==> config.mk <==
export PLATFORM = sky130hd
export DESIGN_NAME = zip_central_directory_parser
export DESIGN_NICKNAME = d
export VERILOG_FILES = /design/src/sv/zcd_pkg.sv /design/src/sv/zcd_parser.sv /design/src/sv/zcd_fifo.sv /design/src/sv/zip_central_directory_parser.sv
export VERILOG_INCLUDE_DIRS = /design/src /design/src/sv
export SDC_FILE = /design/constraint.sdc
export NUM_CORES = 1
export LEC_CHECK = 0
export BUFFER_PORTS_ARGS = -buffer_cell sky130_fd_sc_hd__buf_2
export CAP_MARGIN = 20
export CELL_PAD_IN_SITES_DETAIL_PLACEMENT = 1
export CELL_PAD_IN_SITES_GLOBAL_PLACEMENT = 1
export CORE_MARGIN = 4
export CORE_UTILIZATION = 55
export CTS_BUF_LIST = sky130_fd_sc_hd__clkbuf_2 sky130_fd_sc_hd__clkbuf_4 sky130_fd_sc_hd__clkbuf_8
export DETAILED_ROUTE_END_ITERATION = 8
export PLACE_DENSITY_LB_ADDON = 0.12
export SLEW_MARGIN = 10
export SYNTH_ARGS = -nofsm -noshare
export SYNTH_HDL_FRONTEND = slang
export SYNTH_SLANG_ARGS = --single-unit
==> constraint.sdc <==
create_clock -name clk -period 7.5 [get_ports clk]
set_clock_uncertainty 0.05 [all_clocks]
set_input_delay 0 -clock clk [delete_from_list [all_inputs] [get_ports clk]]
set_output_delay 0 -clock clk [all_outputs]
set_load 0.01 [all_outputs]
==> src/sv/zip_central_directory_parser_macros.svh <==
// ----------------------------------------------------------------------------
// zip_central_directory_parser assertion macros
// Shared concurrent assertion forms; expect clk and arst_n in scope.
// ----------------------------------------------------------------------------
`ifndef ZIP_CENTRAL_DIRECTORY_PARSER_MACROS_SVH
`define ZIP_CENTRAL_DIRECTORY_PARSER_MACROS_SVH

// same-cycle implication
`define ZCD_ASSERT_IMP(lbl, ante, cons) \
	lbl: assert property (@(posedge clk) disable iff (!arst_n) (ante) |-> (cons)) \
		else $error("zcd assertion failed");

// next-cycle implication
`define ZCD_ASSERT_NXT(lbl, ante, cons) \
	lbl: assert property (@(posedge clk) disable iff (!arst_n) (ante) |=> (cons)) \
		else $error("zcd assertion failed");

`endif

==> src/sv/zcd_pkg.sv <==
// ----------------------------------------------------------------------------
// zcd_pkg
// Shared types and constants of the zip central directory parser.
// ----------------------------------------------------------------------------
package zcd_pkg;

	localparam logic [12:0] MAX_ENTRIES = 13'd4096;
	localparam logic [15:0] NAME_LIMIT  = 16'd511;
	localparam logic [5:0]  HDR_LAST    = 6'd45;
	localparam logic [7:0]  CHR_BSLASH  = 8'h5C;
	localparam logic [7:0]  CHR_SLASH   = 8'h2F;

	localparam int FIFO_DEPTH = 4;
	localparam int FIFO_PTR_W = $clog2(FIFO_DEPTH);
	localparam int FIFO_CNT_W = $clog2(FIFO_DEPTH + 1);

	typedef struct packed {
		logic [7:0]  name_char;
		logic        has_name_char;
		logic        entry_done;
		logic        entry_kept;
		logic [31:0] lhdr_offset;
		logic [31:0] size_compressed;
		logic [31:0] size_uncompressed;
		logic [15:0] method;
		logic [15:0] name_length;
		logic [11:0] entry_index;
		logic        bad_signature;
		logic        directory_done;
	} zcd_result_t;

	function automatic logic [7:0] sig_byte(input logic [1:0] idx);
		logic [7:0] r;
		unique case (idx)
			2'd0: r = 8'h50;
			2'd1: r = 8'h4B;
			2'd2: r = 8'h02;
			default: r = 8'h01;
		endcase
		return r;
	endfunction

endpackage

==> src/sv/zcd_parser.sv <==
// ----------------------------------------------------------------------------
// zcd_parser
// Front end: takes one directory byte per transaction, tracks record
// position, gathers header fields and emits at most one result per byte.
// ----------------------------------------------------------------------------
`include "zip_central_directory_parser_macros.svh"

module zcd_parser import zcd_pkg::*; (
	input  logic               clk,
	input  logic               arst_n,
	input  logic               cfg_we,
	input  logic [12:0]        cfg_count,
	input  logic               in_fire,
	input  logic [7:0]         data_byte,
	output logic               push,
	output zcd_result_t        res
);

	localparam logic [1:0] PH_HEADER = 2'd0;
	localparam logic [1:0] PH_NAME   = 2'd1;
	localparam logic [1:0] PH_SKIP   = 2'd2;
	localparam logic [1:0] PH_STOP   = 2'd3;

	logic [1:0]  phase_q, phase_d;
	logic [5:0]  hpos_q, hpos_d;
	logic [31:0] offset_q, offset_d;
	logic [31:0] csize_q, csize_d;
	logic [31:0] usize_q, usize_d;
	logic [15:0] method_q, method_d;
	logic [15:0] nm_size_q, nm_size_d;
	logic [15:0] xtra_size_q, xtra_size_d;
	logic [15:0] cmt_size_q, cmt_size_d;
	logic [16:0] bytes_left_q, bytes_left_d;
	logic [12:0] records_q, records_d;
	logic [12:0] kept_q, kept_d;
	logic [12:0] entry_count_q;

	logic        kept;
	logic        last_rec;
	logic [16:0] skip;
	logic        finish;
	logic [5:0]  p;
	logic [1:0]  off_lane;

	assign p        = hpos_q;
	assign off_lane = 2'(p[1:0] - 2'd2);
	assign kept     = (nm_size_q != 16'd0) && (nm_size_q < NAME_LIMIT)
	                  && (kept_q < MAX_ENTRIES);
	assign last_rec = (({1'b0, records_q} + 14'd1) >= {1'b0, entry_count_q});
	assign skip     = {1'b0, xtra_size_q} + {1'b0, cmt_size_q};

	always_comb begin
		phase_d      = phase_q;
		hpos_d       = hpos_q;
		offset_d     = offset_q;
		csize_d      = csize_q;
		usize_d      = usize_q;
		method_d     = method_q;
		nm_size_d    = nm_size_q;
		xtra_size_d  = xtra_size_q;
		cmt_size_d   = cmt_size_q;
		bytes_left_d = bytes_left_q;
		records_d    = records_q;
		kept_d       = kept_q;
		res          = '0;
		push         = 1'b0;
		finish       = 1'b0;

		if (in_fire) begin
			unique case (phase_q)
				PH_STOP: begin
				end
				PH_SKIP: begin
					if (bytes_left_q <= 17'd1) begin
						bytes_left_d = '0;
						phase_d      = PH_HEADER;
						hpos_d       = '0;
					end else begin
						bytes_left_d = bytes_left_q - 17'd1;
					end
				end
				PH_NAME: begin
					push              = 1'b1;
					res.name_char     = (data_byte == CHR_BSLASH) ? CHR_SLASH : data_byte;
					res.has_name_char = kept;
					if (bytes_left_q <= 17'd1) begin
						bytes_left_d = '0;
						finish       = 1'b1;
					end else begin
						bytes_left_d = bytes_left_q - 17'd1;
					end
				end
				default: begin
					if (p < 6'd4) begin
						if (data_byte != sig_byte(p[1:0])) begin
							push              = 1'b1;
							res.bad_signature = 1'b1;
							phase_d           = PH_STOP;
						end
					end else if (p == 6'd10 || p == 6'd11) begin
						method_d[{p[0], 3'b000} +: 8] = data_byte;
					end else if (p >= 6'd20 && p <= 6'd23) begin
						csize_d[{p[1:0], 3'b000} +: 8] = data_byte;
					end else if (p >= 6'd24 && p <= 6'd27) begin
						usize_d[{p[1:0], 3'b000} +: 8] = data_byte;
					end else if (p == 6'd28 || p == 6'd29) begin
						nm_size_d[{p[0], 3'b000} +: 8] = data_byte;
					end else if (p == 6'd30 || p == 6'd31) begin
						xtra_size_d[{p[0], 3'b000} +: 8] = data_byte;
					end else if (p == 6'd32 || p == 6'd33) begin
						cmt_size_d[{p[0], 3'b000} +: 8] = data_byte;
					end else if (p >= 6'd42 && p <= 6'd45) begin
						offset_d[{off_lane, 3'b000} +: 8] = data_byte;
					end

					if (!res.bad_signature) begin
						if (p >= HDR_LAST) begin
							hpos_d = '0;
							if (nm_size_q == 16'd0) begin
								push   = 1'b1;
								finish = 1'b1;
							end else begin
								bytes_left_d = {1'b0, nm_size_q};
								phase_d      = PH_NAME;
							end
						end else begin
							hpos_d = p + 6'd1;
						end
					end
				end
			endcase
		end

		if (finish) begin
			res.entry_done        = 1'b1;
			res.entry_kept        = kept;
			res.lhdr_offset       = offset_d;
			res.size_compressed   = csize_d;
			res.size_uncompressed = usize_d;
			res.method            = method_d;
			res.name_length       = nm_size_q;
			res.entry_index       = kept ? kept_q[11:0] : 12'd0;
			if (kept) begin
				kept_d = kept_q + 13'd1;
			end
			if (last_rec) begin
				res.directory_done = 1'b1;
				phase_d            = PH_STOP;
			end else begin
				records_d = records_q + 13'd1;
				hpos_d    = '0;
				if (skip == 17'd0) begin
					phase_d = PH_HEADER;
				end else begin
					bytes_left_d = skip;
					phase_d      = PH_SKIP;
				end
			end
		end
	end

	always_ff @(posedge clk or negedge arst_n) begin
		if (!arst_n) begin
			phase_q       <= PH_HEADER;
			hpos_q        <= '0;
			offset_q      <= '0;
			csize_q       <= '0;
			usize_q       <= '0;
			method_q      <= '0;
			nm_size_q     <= '0;
			xtra_size_q   <= '0;
			cmt_size_q    <= '0;
			bytes_left_q  <= '0;
			records_q     <= '0;
			kept_q        <= '0;
			entry_count_q <= 13'd1;
		end else begin
			phase_q       <= phase_d;
			hpos_q        <= hpos_d;
			offset_q      <= offset_d;
			csize_q       <= csize_d;
			usize_q       <= usize_d;
			method_q      <= method_d;
			nm_size_q     <= nm_size_d;
			xtra_size_q   <= xtra_size_d;
			cmt_size_q    <= cmt_size_d;
			bytes_left_q  <= bytes_left_d;
			records_q     <= records_d;
			kept_q        <= kept_d;
			if (cfg_we) begin
				entry_count_q <= cfg_count;
			end
		end
	end

	`ZCD_ASSERT_IMP(a_stop_silent, phase_q == PH_STOP, !push)
	`ZCD_ASSERT_NXT(a_bad_sig_stops, push && res.bad_signature, phase_q == PH_STOP)
	`ZCD_ASSERT_NXT(a_dir_done_stops, push && res.directory_done, phase_q == PH_STOP)
	`ZCD_ASSERT_IMP(a_kept_bound, 1'b1, kept_q <= MAX_ENTRIES)

endmodule

==> src/sv/zcd_fifo.sv <==
// ----------------------------------------------------------------------------
// zcd_fifo
// Back end: short result queue feeding the output channel, so the parser
// and the consumer stall independently.
// ----------------------------------------------------------------------------
`include "zip_central_directory_parser_macros.svh"

module zcd_fifo import zcd_pkg::*; (
	input  logic        clk,
	input  logic        arst_n,
	input  logic        push,
	input  zcd_result_t push_data,
	output logic        full,
	output logic        out_valid,
	input  logic        out_ready,
	output zcd_result_t out_data
);

	zcd_result_t           mem_q [FIFO_DEPTH];
	logic [FIFO_PTR_W-1:0] wr_ptr_q;
	logic [FIFO_PTR_W-1:0] rd_ptr_q;
	logic [FIFO_CNT_W-1:0] count_q;
	logic                  pop;

	assign full      = (count_q == FIFO_CNT_W'(FIFO_DEPTH));
	assign out_valid = (count_q != '0);
	assign pop       = out_valid && out_ready;
	assign out_data  = mem_q[rd_ptr_q];

	always_ff @(posedge clk) begin
		if (push) begin
			mem_q[wr_ptr_q] <= push_data;
		end
	end

	always_ff @(posedge clk or negedge arst_n) begin
		if (!arst_n) begin
			wr_ptr_q <= '0;
			rd_ptr_q <= '0;
			count_q  <= '0;
		end else begin
			if (push) begin
				wr_ptr_q <= (wr_ptr_q == FIFO_PTR_W'(FIFO_DEPTH - 1)) ? '0
				            : wr_ptr_q + FIFO_PTR_W'(1);
			end
			if (pop) begin
				rd_ptr_q <= (rd_ptr_q == FIFO_PTR_W'(FIFO_DEPTH - 1)) ? '0
				            : rd_ptr_q + FIFO_PTR_W'(1);
			end
			if (push && !pop) begin
				count_q <= count_q + FIFO_CNT_W'(1);
			end else if (pop && !push) begin
				count_q <= count_q - FIFO_CNT_W'(1);
			end
		end
	end

	`ZCD_ASSERT_IMP(a_no_overflow, push, !full)
	`ZCD_ASSERT_IMP(a_count_bound, 1'b1, count_q <= FIFO_CNT_W'(FIFO_DEPTH))
	`ZCD_ASSERT_NXT(a_push_visible, push && !pop, count_q != '0)

endmodule

==> src/sv/zip_central_directory_parser.sv <==
// ----------------------------------------------------------------------------
// zip_central_directory_parser
// Each result is registered in the result queue and leaves it at the queue head.
// Throughput: one byte per cycle while in_ready is high; one parser state update per
// byte sets this. in_ready drops only while the four-entry result queue is full.
// Reset (arst_n low) clears all parser state and the queue; entry_count returns to 1.
// ----------------------------------------------------------------------------
module zip_central_directory_parser import zcd_pkg::*; (
	input  logic        clk,
	input  logic        arst_n,
	input  logic        cfg_valid,
	output logic        cfg_ready,
	input  logic [12:0] entry_count,
	input  logic        in_valid,
	output logic        in_ready,
	input  logic [7:0]  data_byte,
	output logic        out_valid,
	input  logic        out_ready,
	output logic [7:0]  name_char,
	output logic        has_name_char,
	output logic        entry_done,
	output logic        entry_kept,
	output logic [31:0] lhdr_offset,
	output logic [31:0] size_compressed,
	output logic [31:0] size_uncompressed,
	output logic [15:0] method,
	output logic [15:0] name_length,
	output logic [11:0] entry_index,
	output logic        bad_signature,
	output logic        directory_done
);

	logic        in_fire;
	logic        push;
	logic        full;
	zcd_result_t res;
	zcd_result_t head;

	assign cfg_ready = 1'b1;
	assign in_ready  = !full;
	assign in_fire   = in_valid && in_ready;

	zcd_parser u_parser (
		.clk       (clk),
		.arst_n    (arst_n),
		.cfg_we    (cfg_valid),
		.cfg_count (entry_count),
		.in_fire   (in_fire),
		.data_byte (data_byte),
		.push      (push),
		.res       (res)
	);

	zcd_fifo u_fifo (
		.clk       (clk),
		.arst_n    (arst_n),
		.push      (push),
		.push_data (res),
		.full      (full),
		.out_valid (out_valid),
		.out_ready (out_ready),
		.out_data  (head)
	);

	assign name_char         = head.name_char;
	assign has_name_char     = head.has_name_char;
	assign entry_done        = head.entry_done;
	assign entry_kept        = head.entry_kept;
	assign lhdr_offset       = head.lhdr_offset;
	assign size_compressed   = head.size_compressed;
	assign size_uncompressed = head.size_uncompressed;
	assign method            = head.method;
	assign name_length       = head.name_length;
	assign entry_index       = head.entry_index;
	assign bad_signature     = head.bad_signature;
	assign directory_done    = head.directory_done;

endmodule
* After elaboration in Yosys (flattened, before gate mapping)
Memories as Yosys holds them, arrays and structs flattened.
Cells that the tools add are included.
** Operators by class
- Add/subtract/negate cells :: 14
- Magnitude comparators :: 12
- Equality and inequality tests :: 20
- Shift operators :: 6
- Multiplexer cells :: 93
- Bitwise gates (word level) :: 8
- Reduce and logical (&&, ||, !) cells :: 33
** Operator list (count)
- 32-bit 2-to-1 mux :: 21
- 142-bit 2-to-1 mux :: 1
- 17-bit 2-to-1 mux :: 8
- 32-bit bitwise mux :: 3
- 16-bit bitwise mux :: 4
- 16-bit 2-to-1 mux :: 4
- 8-bit by 7-bit variable shift with 32-bit output, first input constant :: 2
- 8-bit by 7-bit variable part select with 32-bit output :: 2
- 6-bit 2-to-1 mux :: 6
- 17-bit case mux with 2 select lines :: 1
- 8-bit 2-to-1 mux :: 4
- 13-bit by 1-bit adder with 13-bit output, second input constant :: 2
- 6-bit by 5-bit == test with 1-bit output, second input constant :: 4
- 2-bit 2-to-1 mux :: 12
- 7-bit case mux with 3 select lines :: 1
- 1-bit 2-to-1 mux :: 19
- 9-bit 2-to-1 mux :: 2
- 16-bit by 16-bit adder with 17-bit output :: 1
- 17-bit by 1-bit less-or-equal comparator with 1-bit output, second input constant :: 1
- 17-bit zero test :: 1
- 17-bit by 1-bit subtractor with 17-bit output, second input constant :: 1
- 16-bit zero test :: 1
- 16-bit by 9-bit < comparator with 1-bit output, second input constant :: 1
- 16-bit nonzero test :: 1
- 45 further kinds :: 83
** Storage, ports and cells
- Register bits :: 231
- RAM bits :: 612
- Word-level logic and storage cells :: 203
- Memories :: 1
** Memories
- u_fifo.mem_q :: depth 4, bits a word 153, read ports 1, clocked after Yosys merged registers in 0, wr ports 1, RTL line zcd_fifo.sv:19 : zcd_result_t mem_q [FIFO_DEPTH];

* Logic depth before layout (Yosys ltp)
Gate-level depths: netlist (run 1).
- Word-level depth :: 17
- Gate-level depth with buffers :: 15
- Mapped depth without buffers :: 14

* Modules after synthesis
A second synthesis (run 1) with hierarchy kept.
** Second synthesis, totals
- Cell total of the unflattened synthesis :: 2141
- Area, all modules :: 35103.7 sq um
** Modules (own cells, without submodules)
- zcd_fifo :: times used 1, cells an instance 836, area each 22490.3 sq um, sequential area each 18552.8 sq um
- zcd_parser :: times used 1, cells an instance 1301, area each 12592.1 sq um, sequential area each 5606.6 sq um
- zip_central_directory_parser :: times used 1, cells an instance 4, area each 21.3 sq um, sequential area each 0.0 sq um

* Worst setup path after synthesis (run 1)
OpenSTA, ideal clock, no wires.
- Kind :: flip-flop to flip-flop
- Start :: register u_parser.hpos_q[0]
- End :: memory u_fifo.mem_q[0][0] (netlist bit) (enable)
- Library setup time :: 0.531 ns
- Data arrival time :: 6.196 ns
- Data required time :: 6.919 ns
- Slack :: 0.723 ns
- Cell stages (with the launch flop) :: 11
- Buffers on the path :: 2
- Clock period less this slack :: 6.777 ns
- Cells stage by stage :: dfrtp_1 > clkbuf_1 > inv_1 > clkbuf_1 > ha_1 > xor2_1 > nor3_1 > a311oi_1 > a21oi_1 > a21oi_1 > and2_1
** On the way
- Cells in the longest elaborated chain, start to end :: 15
- Elaborated cells between the ends (all ways) :: 21
- Those cells by class :: order compare: 2; eq/ne: 3; mux: 15; reduce/logical: 1
** RTL lines
- start: declaration :: RTL line zcd_parser.sv:25 : logic [5:0] hpos_q, hpos_d;
- start signal: assignment :: RTL line zcd_parser.sv:179 : hpos_q <= hpos_d;
- 2-bit == test, or another cell as far along :: RTL line zcd_pkg.sv:34 : unique case (idx)
- 7-bit case mux with 3 select lines :: RTL line zcd_pkg.sv:34
- 8-bit 2-to-1 mux :: RTL line zcd_parser.sv:94 : if (p < 6'd4) begin
- 8-bit 2-to-1 mux :: RTL line zcd_parser.sv:70 : unique case (phase_q)
- 8-bit 2-to-1 mux :: RTL line zcd_parser.sv:69 : if (in_fire) begin
- 8-bit != test :: RTL line zcd_parser.sv:95 : if (data_byte != sig_byte(p[1:0])) begin
- 1-bit 2-to-1 mux :: RTL line zcd_parser.sv:95
- 1-bit 2-to-1 mux :: RTL line zcd_parser.sv:94
- 1-bit 2-to-1 mux (on tied branches) :: RTL line zcd_parser.sv:119, zcd_parser.sv:70
- 1-bit 2-to-1 mux (on tied branches) :: RTL line zcd_parser.sv:117, zcd_parser.sv:69
- 1-bit 2-to-1 mux (*) :: RTL line zcd_parser.sv:116 : if (!res.bad_signature) begin
- 1-bit case mux with 2 select lines (*) :: RTL line zcd_parser.sv:70
- 1-bit 2-to-1 mux (*) :: RTL line zcd_parser.sv:69
- named net push :: RTL line zip_central_directory_parser.sv:34 : logic push;
- 1-bit 2-to-1 mux (*) :: RTL line zcd_fifo.sv:31 : if (push) begin
- 1-bit 2-to-1 mux (implied by the code) (*) :: RTL line zcd_fifo.sv:32 : mem_q[wr_ptr_q] <= push_data;
- end: declaration :: RTL line zcd_fifo.sv:19
Mark *: on every way through the listed nets, which the timed path passes. The rest lies on a longest branch. The select of a mux whose other input is x is not followed.

* Final worst setup path (run 1)
- Start :: register u_parser.hpos_q[0]
- End :: memory u_fifo.mem_q[1][116] (netlist bit) (enable)
The elaborated chain is that of the path after synthesis.

==> impl_metrics.json, run 1 <==
{
  "io_pins": 182,
  "r2r_cells": 10,
  "crit_slowest_cell": "dfrtp_1",
  "cts_tree": "yes",
  "relSlewSlack_pct": 28.2,
  "path_clk_slew_ns": 0.07,
  "irDropWorstVdd_mv": 0.276,
  "seqPwrFrac_pct": 44.3,
  "synth_cell_types": 84,
  "syn_inst": 2077,
  "p_leak_nw": 16.0,
  "die_height_um": 260,
  "ctsResizeCount": 0,
  "fin_cells": 3349,
  "cts_buffers": 136,
  "insertion_delay_ns": 0.77,
  "worstPathArrival_ns": 5.60,
  "clkSinkCount": 843,
  "clock_path_buffers": 3,
  "slew_violations": 0,
  "grtUsageTotal_pct": 26.0,
  "path_class": "register to register",
  "cp_slowest_stage_delay_ns": 0.83,
  "min_path_type": "input port to register",
  "dp_hpwl_mm": 52.3,
  "async_flop_share_pct": 27.4,
  "synth.avg_cell_area_um2": 16.8,
  "antenna_found_initial": 2,
  "min_path_cells": 3,
  "die-width_um": 260,
  "period_minus_slack_ns": 5.27,
  "syn_area_mm2": 0.0349,
  "fmax_ghz": 0.190,
  "synth-seq-cells": 843,
  "crit_chain": "inv_1, ha_1, xor2_1, nor3_1, a311oi_1, buf_4, a21oi_1, a21oi_1, and2_4, buf_4",
  "setup_slack_ns": 2.23,
  "drive_above_1_share_pct": 29.9,
  "reg2reg_to": "u_fifo.mem_q[1][116]",
  "start_util_pct": 55.5,
  "place.gp.congestion": 0.879,
  "io_buffers": 180,
  "switching_share_pct": 30.0,
  "fin_tns_setup_ns": 0,
  "dp_slack_ns": 2.24,
  "fin_nets": 2473,
  "clkPwrFrac_pct": 30.9,
  "r2r_start": "u_parser.hpos_q[0]",
  "cap_violations": 0,
  "synth_top_area_share_pct": 52.6,
  "grt-ovfl-total": 0,
  "min_from": "cfg_valid",
  "firstDrtPassIters": 5,
  "core_mm2": 0.0630,
  "min_to": "u_parser.entry_count_q[4]",
  "crit_path_end_kind": "register",
  "grt_pass1_wl_mm": 132,
  "synth_edf_count": 612,
  "wl_per_cell_um": 25.6,
  "grt_max_degree": 150,
  "worst-r2r-setup-slack_ns": 2.23,
  "fin_crit_sh_pct": 70.3,
  "power_mw": 13.0,
  "htreeDepth": 4,
  "synth_area_leaders": "edfxtp_1 53%, dfrtp_1 16%, mux4_2 9.9%, mux2_2 4.2%, and2_1 2.6%",
  "grt_pass1_vias": 21500,
  "p_per_area_mw_per_mm2": 322,
  "drcViolationCount": 0,
  "max_slew.worst_pin.slew_ns": 1.07,
  "vias": 19600,
  "worstPathRequired_ns": 7.83,
  "rows": 92,
  "worst_hold_slack_ns": 0.190,
  "vias_per_cell": 5.86,
  "syn_nets": 2161,
  "setup_viol": 0,
  "die_area_mm2": 0.0676,
  "fillers": 5612,
  "synth_flop_cell": "edfxtp_1",
  "pwr-share-comb_pct": 24.8,
  "cts-root-buf": "clkbuf_8",
  "utilization_pct": 64.0,
  "critPathMaxFanout": 51,
  "dp_cells": 3032,
  "status": "completed",
  "rsz0062_at_grt": "false",
  "design_area_mm2": 0.0403,
  "p_sw_mw": 3.89,
  "ys_seq_area_share_pct": 69.1,
  "yosysWarnings": 0,
  "syn_to_final_growth_pct": 15.3,
  "worstSetupStartpointType": "register",
  "hold_violations": 0,
  "ant_nets": 0,
  "netlist_top_cells_count": "612 x edfxtp_1, 230 x dfrtp_1, 153 x mux4_2, 144 x and2_1, 130 x mux2_2",
  "synth_most_common_cell": "edfxtp_1",
  "drtIter0Drc": 1306,
  "placedInstanceArea_mm2": 0.0368,
  "yosys.area.top_type": "edfxtp_1",
  "p_int_mw": 9.08,
  "totalWireLength_mm": 85.8
}
power groups by stage:
stage	registers, mW	logic, mW	clock network [mW]
5_1_grt	5.78	3.46	4.34
4_1_cts	5.75	3.29	4.11
3_5_place_dp	5.84	3.24	0
2_1_floorplan	5.77	2.08	0
3_3_place_gp	5.80	3.21	0
6_report	5.75	3.22	4.00
timing repair:
item / CTS / global route
buffers inserted: 0 / 0
hold buffers: 65 / 0
endpoints found under the setup margin: 0 / 0
hold endpoints to repair: 379 / 0
area by class of cell:
class	instances	area (µm²)	share of cell area (%)
Tap cell	846	1060	2.63
Inverter	34	128	0.317
Clock buffer	206	2490	6.18
Timing Repair Buffer	267	1830	4.55
Sequential cell	843	24200	60.0
Antenna cell	2	5.00	0.0124
Clock inverter	44	300	0.745
Multi-Input combinational cell	1107	10300	25.6
worst max-delay path, delay by kind of cell, from the launching register on:
kind                       cells  cell delay (ns)
and+or+nand+nor                2             0.68
AOI/OAI and AO/OA              3             0.92
adders and majority gates      1             0.72
xor gates and xnor gates       1             0.19
buffers and inverters          3             1.41
DFF                            1             0.83
sequential cells by signal (all words and copies together), names as in the netlist:
name,count
u_fifo.mem_q,612
u_parser.bytes_left_q,17
u_parser.nm_size_q,16
u_fifo.count_q,3
u_parser.records_q,13
u_parser.kept_q,13
u_parser.cmt_size_q,16
u_parser.xtra_size_q,16
u_parser.entry_count_q,13
u_parser.method_q,16
u_parser.usize_q,32
u_parser.offset_q,32
u_fifo.wr_ptr_q,2
u_parser.csize_q,32
u_fifo.rd_ptr_q,2
u_parser.phase_q,2
u_parser.hpos_q,6
cell families after synthesis:
| group | count (synthesis) | synth area share [%] |
|---|---|---|
| flops | 843 | 69.1 |
| xor+xnor | 53 | 1.33 |
| mux | 297 | 14.5 |
| fa+ha+maj | 58 | 2.12 |
| simple gates | 483 | 7.31 |
| other cells | 1 | 0.0107 |
| buf+inv | 127 | 1.41 |
| compound gates | 215 | 4.22 |
per-layer routing:
layer	share of wire (%)	track usage (%)	routed length, µm	vias up
met2	51	43.2	43500	575
met1	41	35.5	35600	10300
met5	0	0	0	-
li1	-	-	-	8646
met4	2.0	7.37	1670	0
met3	5.8	5.45	4990	117
layout by cell type (no fill, tap or decap), types with 8 or more instances in the layout:
cell	count
inv_1	33
o31ai_1	36
o21ai_0	52
nor2_1	86
clkbuf_8	151
nand2b_1	14
buf_2	179
and3_1	14
clkbuf_4	55
and2_1	140
ha_1	56
xor2_1	18
a21o_1	13
dfrtp_1	228
mux4_2	153
clkinv_1	19
buf_4	15
nand3_1	23
xnor2_1	35
clkinv_2	12
mux2_2	130
a21oi_1	39
mux2i_1	13
or3_1	8
edfxtp_1	612
nand2_1	120
nor3_1	17
nand4_1	10
dlygate4sd3_1	64
how the worst max path moves through the flow:
| stage | start | endpoint | cells past startpoint |
|---|---|---|---|
| floorplan | u_parser.hpos_q[0] | u_fifo.mem_q[0][0] | 10 |
| global placement | u_parser.hpos_q[0] | u_fifo.mem_q[1][100] | 10 |
| detailed placement | u_parser.hpos_q[0] | u_fifo.mem_q[1][100] | 10 |
| CTS | u_parser.hpos_q[0] | u_fifo.mem_q[1][108] | 10 |
| global route | u_parser.hpos_q[0] | u_fifo.mem_q[1][108] | 10 |
| finish | u_parser.hpos_q[0] | u_fifo.mem_q[1][116] | 10 |
Note: power is estimated with default switching activity, not from simulation.
==> run 2: changes to the inputs <==
- CORE_UTILIZATION: 55 -> 49
- clock period: 7.5 -> 4.7 ns (I/O delays scaled with it)
==> run 2 against run 1 <==
Maximum frequency increased by 27%. Setup slack got worse by 1.7 ns. Die area increased by 12%. Flip-flop and latch count unchanged. Worst hold slack got worse by 0.067 ns.
==> impl_metrics.json, run 2 (synthesis gave the netlist of run 1 again) <==
{
  "worst_hold_slack_ns": 0.122,
  "vias": 19700,
  "mostFrequentLayoutCells": "612 x edfxtp_1, 228 x dfrtp_1, 179 x buf_2",
  "period_minus_slack_ns": 4.15,
  "worstPathArrival_ns": 4.73,
  "rsz0062_at_grt": "false",
  "hold_violations": 0,
  "grt-ovfl-total": 0,
  "ant_nets": 0,
  "worstSetupStartpointType": "register",
  "grtUsageTotal_pct": 23.4,
  "htreeDepth": 4,
  "max_slew.worst_pin.slew_ns": 1.06,
  "die-width_um": 275,
  "seqPwrFrac_pct": 43.7,
  "setup_viol": 0,
  "final_common_cell": "edfxtp_1",
  "cap_violations": 0,
  "worstPathRequired_ns": 5.28,
  "postCtsSetupRepairBufs": 0,
  "drtIter0Drc": 1392,
  "critPathTopFamily": "simple AND/OR/NAND/NOR gates",
  "fin_crit_sh_pct": 88.2,
  "crit_slowest_cell": "nor3_1",
  "rows": 97,
  "switching_share_pct": 29.9,
  "critPathMaxFanout": 17,
  "start_util_pct": 49.6,
  "drcViolationCount": 0,
  "largest_reg_flops": 612,
  "io_pins": 182,
  "drive_above_1_share_pct": 31.2,
  "place.gp.congestion": 0.835,
  "min_from": "out_ready",
  "regMostFlops": "u_fifo.mem_q",
  "startpoint": "u_parser.records_q[2]",
  "p_per_area_mw_per_mm2": 513,
  "totalWireLength_mm": 86.4,
  "p_leak_nw": 16.2,
  "slew_violations": 0,
  "insertion_delay_ns": 0.79,
  "wl_per_cell_um": 24.8,
  "fmax_ghz": 0.241,
  "clkPwrFrac_pct": 31.4,
  "p_int_mw": 14.7,
  "r2r_start": "u_parser.records_q[2]",
  "syn_to_final_growth_pct": 16.9,
  "fin_cells": 3479,
  "cts_buffers": 141,
  "core_mm2": 0.0704,
  "p_sw_mw": 6.27,
  "cts_tree": "yes",
  "cts-root-buf": "clkbuf_8",
  "die_area_mm2": 0.0757,
  "die_height_um": 275,
  "grt_pass1_wl_mm": 133,
  "cp_common_cell": "nand3_1",
  "clkSinkCount": 843,
  "firstDrtPassIters": 7,
  "status": "completed",
  "dp_cells": 3152,
  "path_clk_slew_ns": 0.06,
  "relSlewSlack_pct": 29.1,
  "crit_chain": "nand3_1, nor3_1, and3_1, nand3_1, xnor2_1, ha_1, a21o_1, a21oi_1, o21ai_0, or3_4, a21oi_4, o31ai_4, mux2_1",
  "io_buffers": 180,
  "fin_tns_setup_ns": 0,
  "grt_max_degree": 122,
  "clock_path_buffers": 3,
  "dp_hpwl_mm": 54.6,
  "pwr-share-comb_pct": 24.9,
  "crit_path_end_kind": "register",
  "antenna_found_initial": 1,
  "power_mw": 20.9,
  "path_class": "register to register",
  "vias_per_cell": 5.67,
  "grt_pass1_vias": 21600,
  "min_path_type": "input port to register",
  "critical_path.n_buffers_inverters": 0,
  "fin_nets": 2503,
  "setup_slack_ns": 0.554,
  "dp_slack_ns": 0.640,
  "irDropWorstVdd_mv": 0.379,
  "cp_slowest_stage_delay_ns": 0.52
}
run 2: cell count changes in the layout (fill, tap and decap cells not counted), sizes merged:
cell and delta:
bufinv -1, clkbuf +13, clkinvlp +4, clkinv -1
inv -4, buf +26, dlygate4sd3 -1
run 2: timing repair:
item,in CTS,in global routing
hold endpoints to repair,287,0
hold buffers,64,0
endpoints found under the setup margin,0,0
resized for setup,0,0
run 2: through the flow:
| stage | area [µm²] | utilization [%] |
|---|---|---|
| floorplan | 35000 | - |
| global placement | 37300 | 52.9 |
| detailed placement | 37300 | 52.9 |
| CTS | 40800 | 58.0 |
| global route | 40800 | 58.0 |
| finish | 40800 | 58.0 |
run 2: final timing paths:
path                                                   to  slack (ns)  cells past startpoint
worst max-delay path             u_parser.bytes_left_q[2]        0.55                     13
worst min register to register      u_parser.offset_q[18]        0.43                      2
worst max register to register   u_parser.bytes_left_q[2]        0.55                     13
max in group asynchronous          u_parser.cmt_size_q[1]        3.62                      4
worst min-delay path                   u_fifo.rd_ptr_q[0]        0.12                      4
min in group asynchronous       u_parser.entry_count_q[0]        0.30                      3
run 2: final cells by class:
class / count / area, µm²
fillers: 6552 / 29600
repair buffers: 292 / 2140
clock inverters: 42 / 309
well taps: 940 / 1180
diodes: 2 / 5.00
flip-flops and latches: 843 / 24200
clock buffers: 219 / 2610
multi-input cells: 1107 / 10300
inverters: 34 / 128
run 2: power groups by stage:
stage / logic, mW / clock network (mW) / registers [mW]
6_report: 5.21 / 6.58 / 9.15
5_1_grt: 5.65 / 7.15 / 9.22
4_1_cts: 5.35 / 6.77 / 9.16
3_5_place_dp: 5.28 / 0 / 9.31
3_3_place_gp: 5.23 / 0 / 9.25
2_1_floorplan: 3.33 / 0 / 9.13
run 2: per-layer routing:
| metal | global-route usage (%) | up-vias | routed length, µm |
|---|---|---|---|
| met5 | 0 | - | 0 |
| met4 | 6.79 | 0 | 1900 |
| met3 | 5.19 | 133 | 4540 |
| met2 | 38.9 | 528 | 43300 |
| met1 | 31.4 | 10400 | 36600 |
| li1 | - | 8702 | - |
run 2: worst register-to-register path, stage by stage (launching register included):
cell and delay, ns:
dfrtp_1 0.41, nand3_1 0.19, nor3_1 0.52, and3_1 0.28
nand3_1 0.13, xnor2_1 0.16, ha_1 0.31, a21o_1 0.17
a21oi_1 0.15, o21ai_0 0.22, or3_4 0.44, a21oi_4 0.27
o31ai_4 0.31, mux2_1 0.40
==> run 3: changes to the inputs <==
- SLEW_MARGIN: 10 -> 20
- SYNTH_HIERARCHICAL: not set -> 1
==> run 3 against run 2 <==
Non-clock buffer count down 5. Sequential share of layout area about the same. Critical path type unchanged. Final cell count increased by 1.2%. Critical path depth up 3. Synthesized cell count up 3.1%. Core utilization shrank 0.11 points. First-iteration DRC count up 8.0%. Count of clock-buffer cells in the layout grew 1.
==> impl_metrics.json, run 3 <==
{
  "ys_seq_area_share_pct": 68.8,
  "async_flop_share_pct": 27.4,
  "critPathMaxFanout": 10,
  "synth-compound-area-share_pct": 4.93,
  "rsz0062_at_grt": "false",
  "grt_max_degree": 89,
  "synth_flop_cell": "edfxtp_1",
  "utilization_pct": 57.9,
  "synth_area_leaders": "edfxtp_1 52%, dfrtp_1 16%, mux4_2 9.8%, mux2_2 3.1%, and2_1 2.7%",
  "synth-seq-cells": 843,
  "synth_xor_area_share_pct": 1.30,
  "crit_chain": "ha_1, nand3_1, nor2_1, and3_1, and3_1, nand3_1, xnor2_1, ha_1, nand2_1, nor3_1, nand3_1, o221ai_1, nor2_1, o31ai_4, buf_4, mux2_1",
  "antenna_found_initial": 4,
  "syn_nets": 2225,
  "synth_edf_count": 612,
  "grtUsageTotal_pct": 23.7,
  "p_per_area_mw_per_mm2": 508,
  "die-width_um": 276,
  "period_minus_slack_ns": 4.02,
  "syn_inst": 2141,
  "synth_cell_types": 74,
  "htreeDepth": 4,
  "grt_pass1_wl_mm": 135,
  "yosys.area.top_type": "edfxtp_1",
  "wl_per_cell_um": 24.9,
  "place.gp.congestion": 0.831,
  "drtIter0Drc": 1504,
  "core_mm2": 0.0705,
  "totalWireLength_mm": 87.8,
  "cp_slowest_stage_delay_ns": 0.42,
  "synth_fa_ha_area_share_pct": 2.11,
  "ant_nets": 0,
  "synth_top_area_share_pct": 52.4,
  "min_from": "cfg_valid",
  "vias": 20100,
  "yosysWarnings": 6,
  "syn_area_mm2": 0.0351,
  "min_path_type": "input port to register",
  "p_leak_nw": 15.7,
  "crit_path_end_kind": "register",
  "firstDrtPassIters": 5,
  "grt-ovfl-total": 0,
  "netlist_top_cells_count": "612 x edfxtp_1, 230 x dfrtp_1, 164 x nand2_1, 154 x and2_1, 153 x mux4_2",
  "dp_hpwl_mm": 54.5,
  "die_height_um": 276,
  "fillers": 6522,
  "relSlewSlack_pct": 32.8,
  "synth.avg_cell_area_um2": 16.4,
  "crit_slowest_cell": "dfrtp_1",
  "fin_nets": 2547,
  "synth_mux_area_share_pct": 13.3,
  "cts_tree": "yes",
  "final_common_cell": "edfxtp_1",
  "vias_per_cell": 5.69,
  "largest_reg_flops": 612,
  "startpoint": "u_parser/records_q[0]",
  "dp_slack_ns": 0.726,
  "drive_above_1_share_pct": 28.7,
  "mostFrequentLayoutCells": "612 x edfxtp_1, 228 x dfrtp_1, 179 x buf_2",
  "fin_crit_sh_pct": 85.6,
  "slew_violations": 0,
  "max_slew.worst_pin.slew_ns": 1.01,
  "cap_violations": 0,
  "synth_most_common_cell": "edfxtp_1",
  "cts-root-buf": "clkbuf_8",
  "cts_buffers": 140,
  "worstSetupStartpointType": "register",
  "ctsResizeCount": 0,
  "clkSinkCount": 843,
  "worstPathRequired_ns": 5.29,
  "rows": 97,
  "io_pins": 182,
  "insertion_delay_ns": 0.76,
  "path_clk_slew_ns": 0.06,
  "setup_viol": 0,
  "fmax_ghz": 0.249,
  "worstPathArrival_ns": 4.61,
  "clock_path_buffers": 3,
  "synth_top_family_by_area": "multiplexers",
  "fin_tns_setup_ns": 0,
  "io_buffers": 180,
  "r2r_start": "u_parser/records_q[0]",
  "hold_violations": 0,
  "die_area_mm2": 0.0760,
  "grt_pass1_vias": 22100,
  "start_util_pct": 49.8,
  "regMostFlops": "u_fifo/mem_q",
  "status": "completed",
  "setup_slack_ns": 0.677,
  "path_class": "register to register",
  "syn_to_final_growth_pct": 16.3,
  "drcViolationCount": 0,
  "yosys.area_share.simple_pct": 7.61,
  "irDropWorstVdd_mv": 0.313,
  "cp_common_cell": "nand3_1"
}
## run 3: cell count changes in the layout (fill, tap and decap cells not counted), moves of 6 or more
cell / before / now
nor3_1: 17 / 28
nand2b_1: 14 / 4
o21ai_1: 0 / 10
mux2i_1: 13 / 7
o21ai_0: 53 / 65
mux2_2: 130 / 97
nand2_1: 120 / 164
a22o_1: 3 / 21
nor2_1: 86 / 79
and2_1: 140 / 150
## run 3: final cells by class
cell class                 instances  area (µm²)  area share, %
clock inverter                    38         357          0.873
clock buffer                     220        2630           6.43
inverter                          36         136          0.334
tap                              940        1180           2.88
antenna                            3        7.51         0.0184
timing repair buffer             287        2080           5.09
multi-input combinational       1155       10300           25.2
sequential                       843       24200           59.2
## run 3: final timing paths
kind	to	slack [ns]	cells after the start
setup / recovery	u_parser/bytes_left_q[9]	0.68	16
hold / removal	u_parser/entry_count_q[7]	0.17	3
setup reg to reg	u_parser/bytes_left_q[9]	0.68	16
hold reg to reg	u_parser/offset_q[14]	0.42	2
max in group asynchronous	u_parser/offset_q[8]	3.43	4
min in group asynchronous	u_parser/entry_count_q[0]	0.32	3
## run 3: kinds of logic after synthesis
kind of cell / after synthesis
simple gates: 528
xor+xnor: 52
mux: 262
fa+ha+maj: 58
buf+inv: 143
flops: 843
other cells: 1
compound gates: 254
## run 3: power breakdown
group	total, mW	switching [mW]	internal [mW]
clock	6.74	2.89	3.85
combinational	5.00	2.77	2.23
sequential	9.01	0.406	8.60
total	20.7	6.06	14.7
## run 3: timing repair
| item | 4_1_cts | 5_1_grt |
|---|---|---|
| setup buffers | 0 | 0 |
| endpoints found under the hold margin | 330 | 0 |
| hold buffers | 64 | 0 |
## run 3: metal layers
metal  vias up  routed length [µm]  GRT usage, %
met4         0                2320          8.06
li1       8879                   -             -
met2       479               45000          40.8
met1     10600               36600          30.9
met5         -                   0             0
met3       142                3840          3.96
## run 3: critical path: cells and delay by family, from the launching register on
family | cells | cell delay, ns
buffers and inverters | 1 | 0.23
xor gates and xnor gates | 1 | 0.15
adders and majority gates | 2 | 0.53
AOI/OAI and AO/OA | 2 | 0.48
DFF | 1 | 0.42
muxes | 1 | 0.33
and+or+nand+nor | 9 | 1.69
## run 3: stage by stage
step	total power, mW	cell area (µm²)	hold slack, ns	std cells
after CTS	21.1	40800	0.0760	3519
after floorplan	12.2	35100	-0.346	2141
after global placement	14.1	37200	0.0120	3197
after global routing	21.7	40800	0.160	3521
after detailed placement	14.2	37200	0.0282	3197
final	20.7	40800	0.174	3522
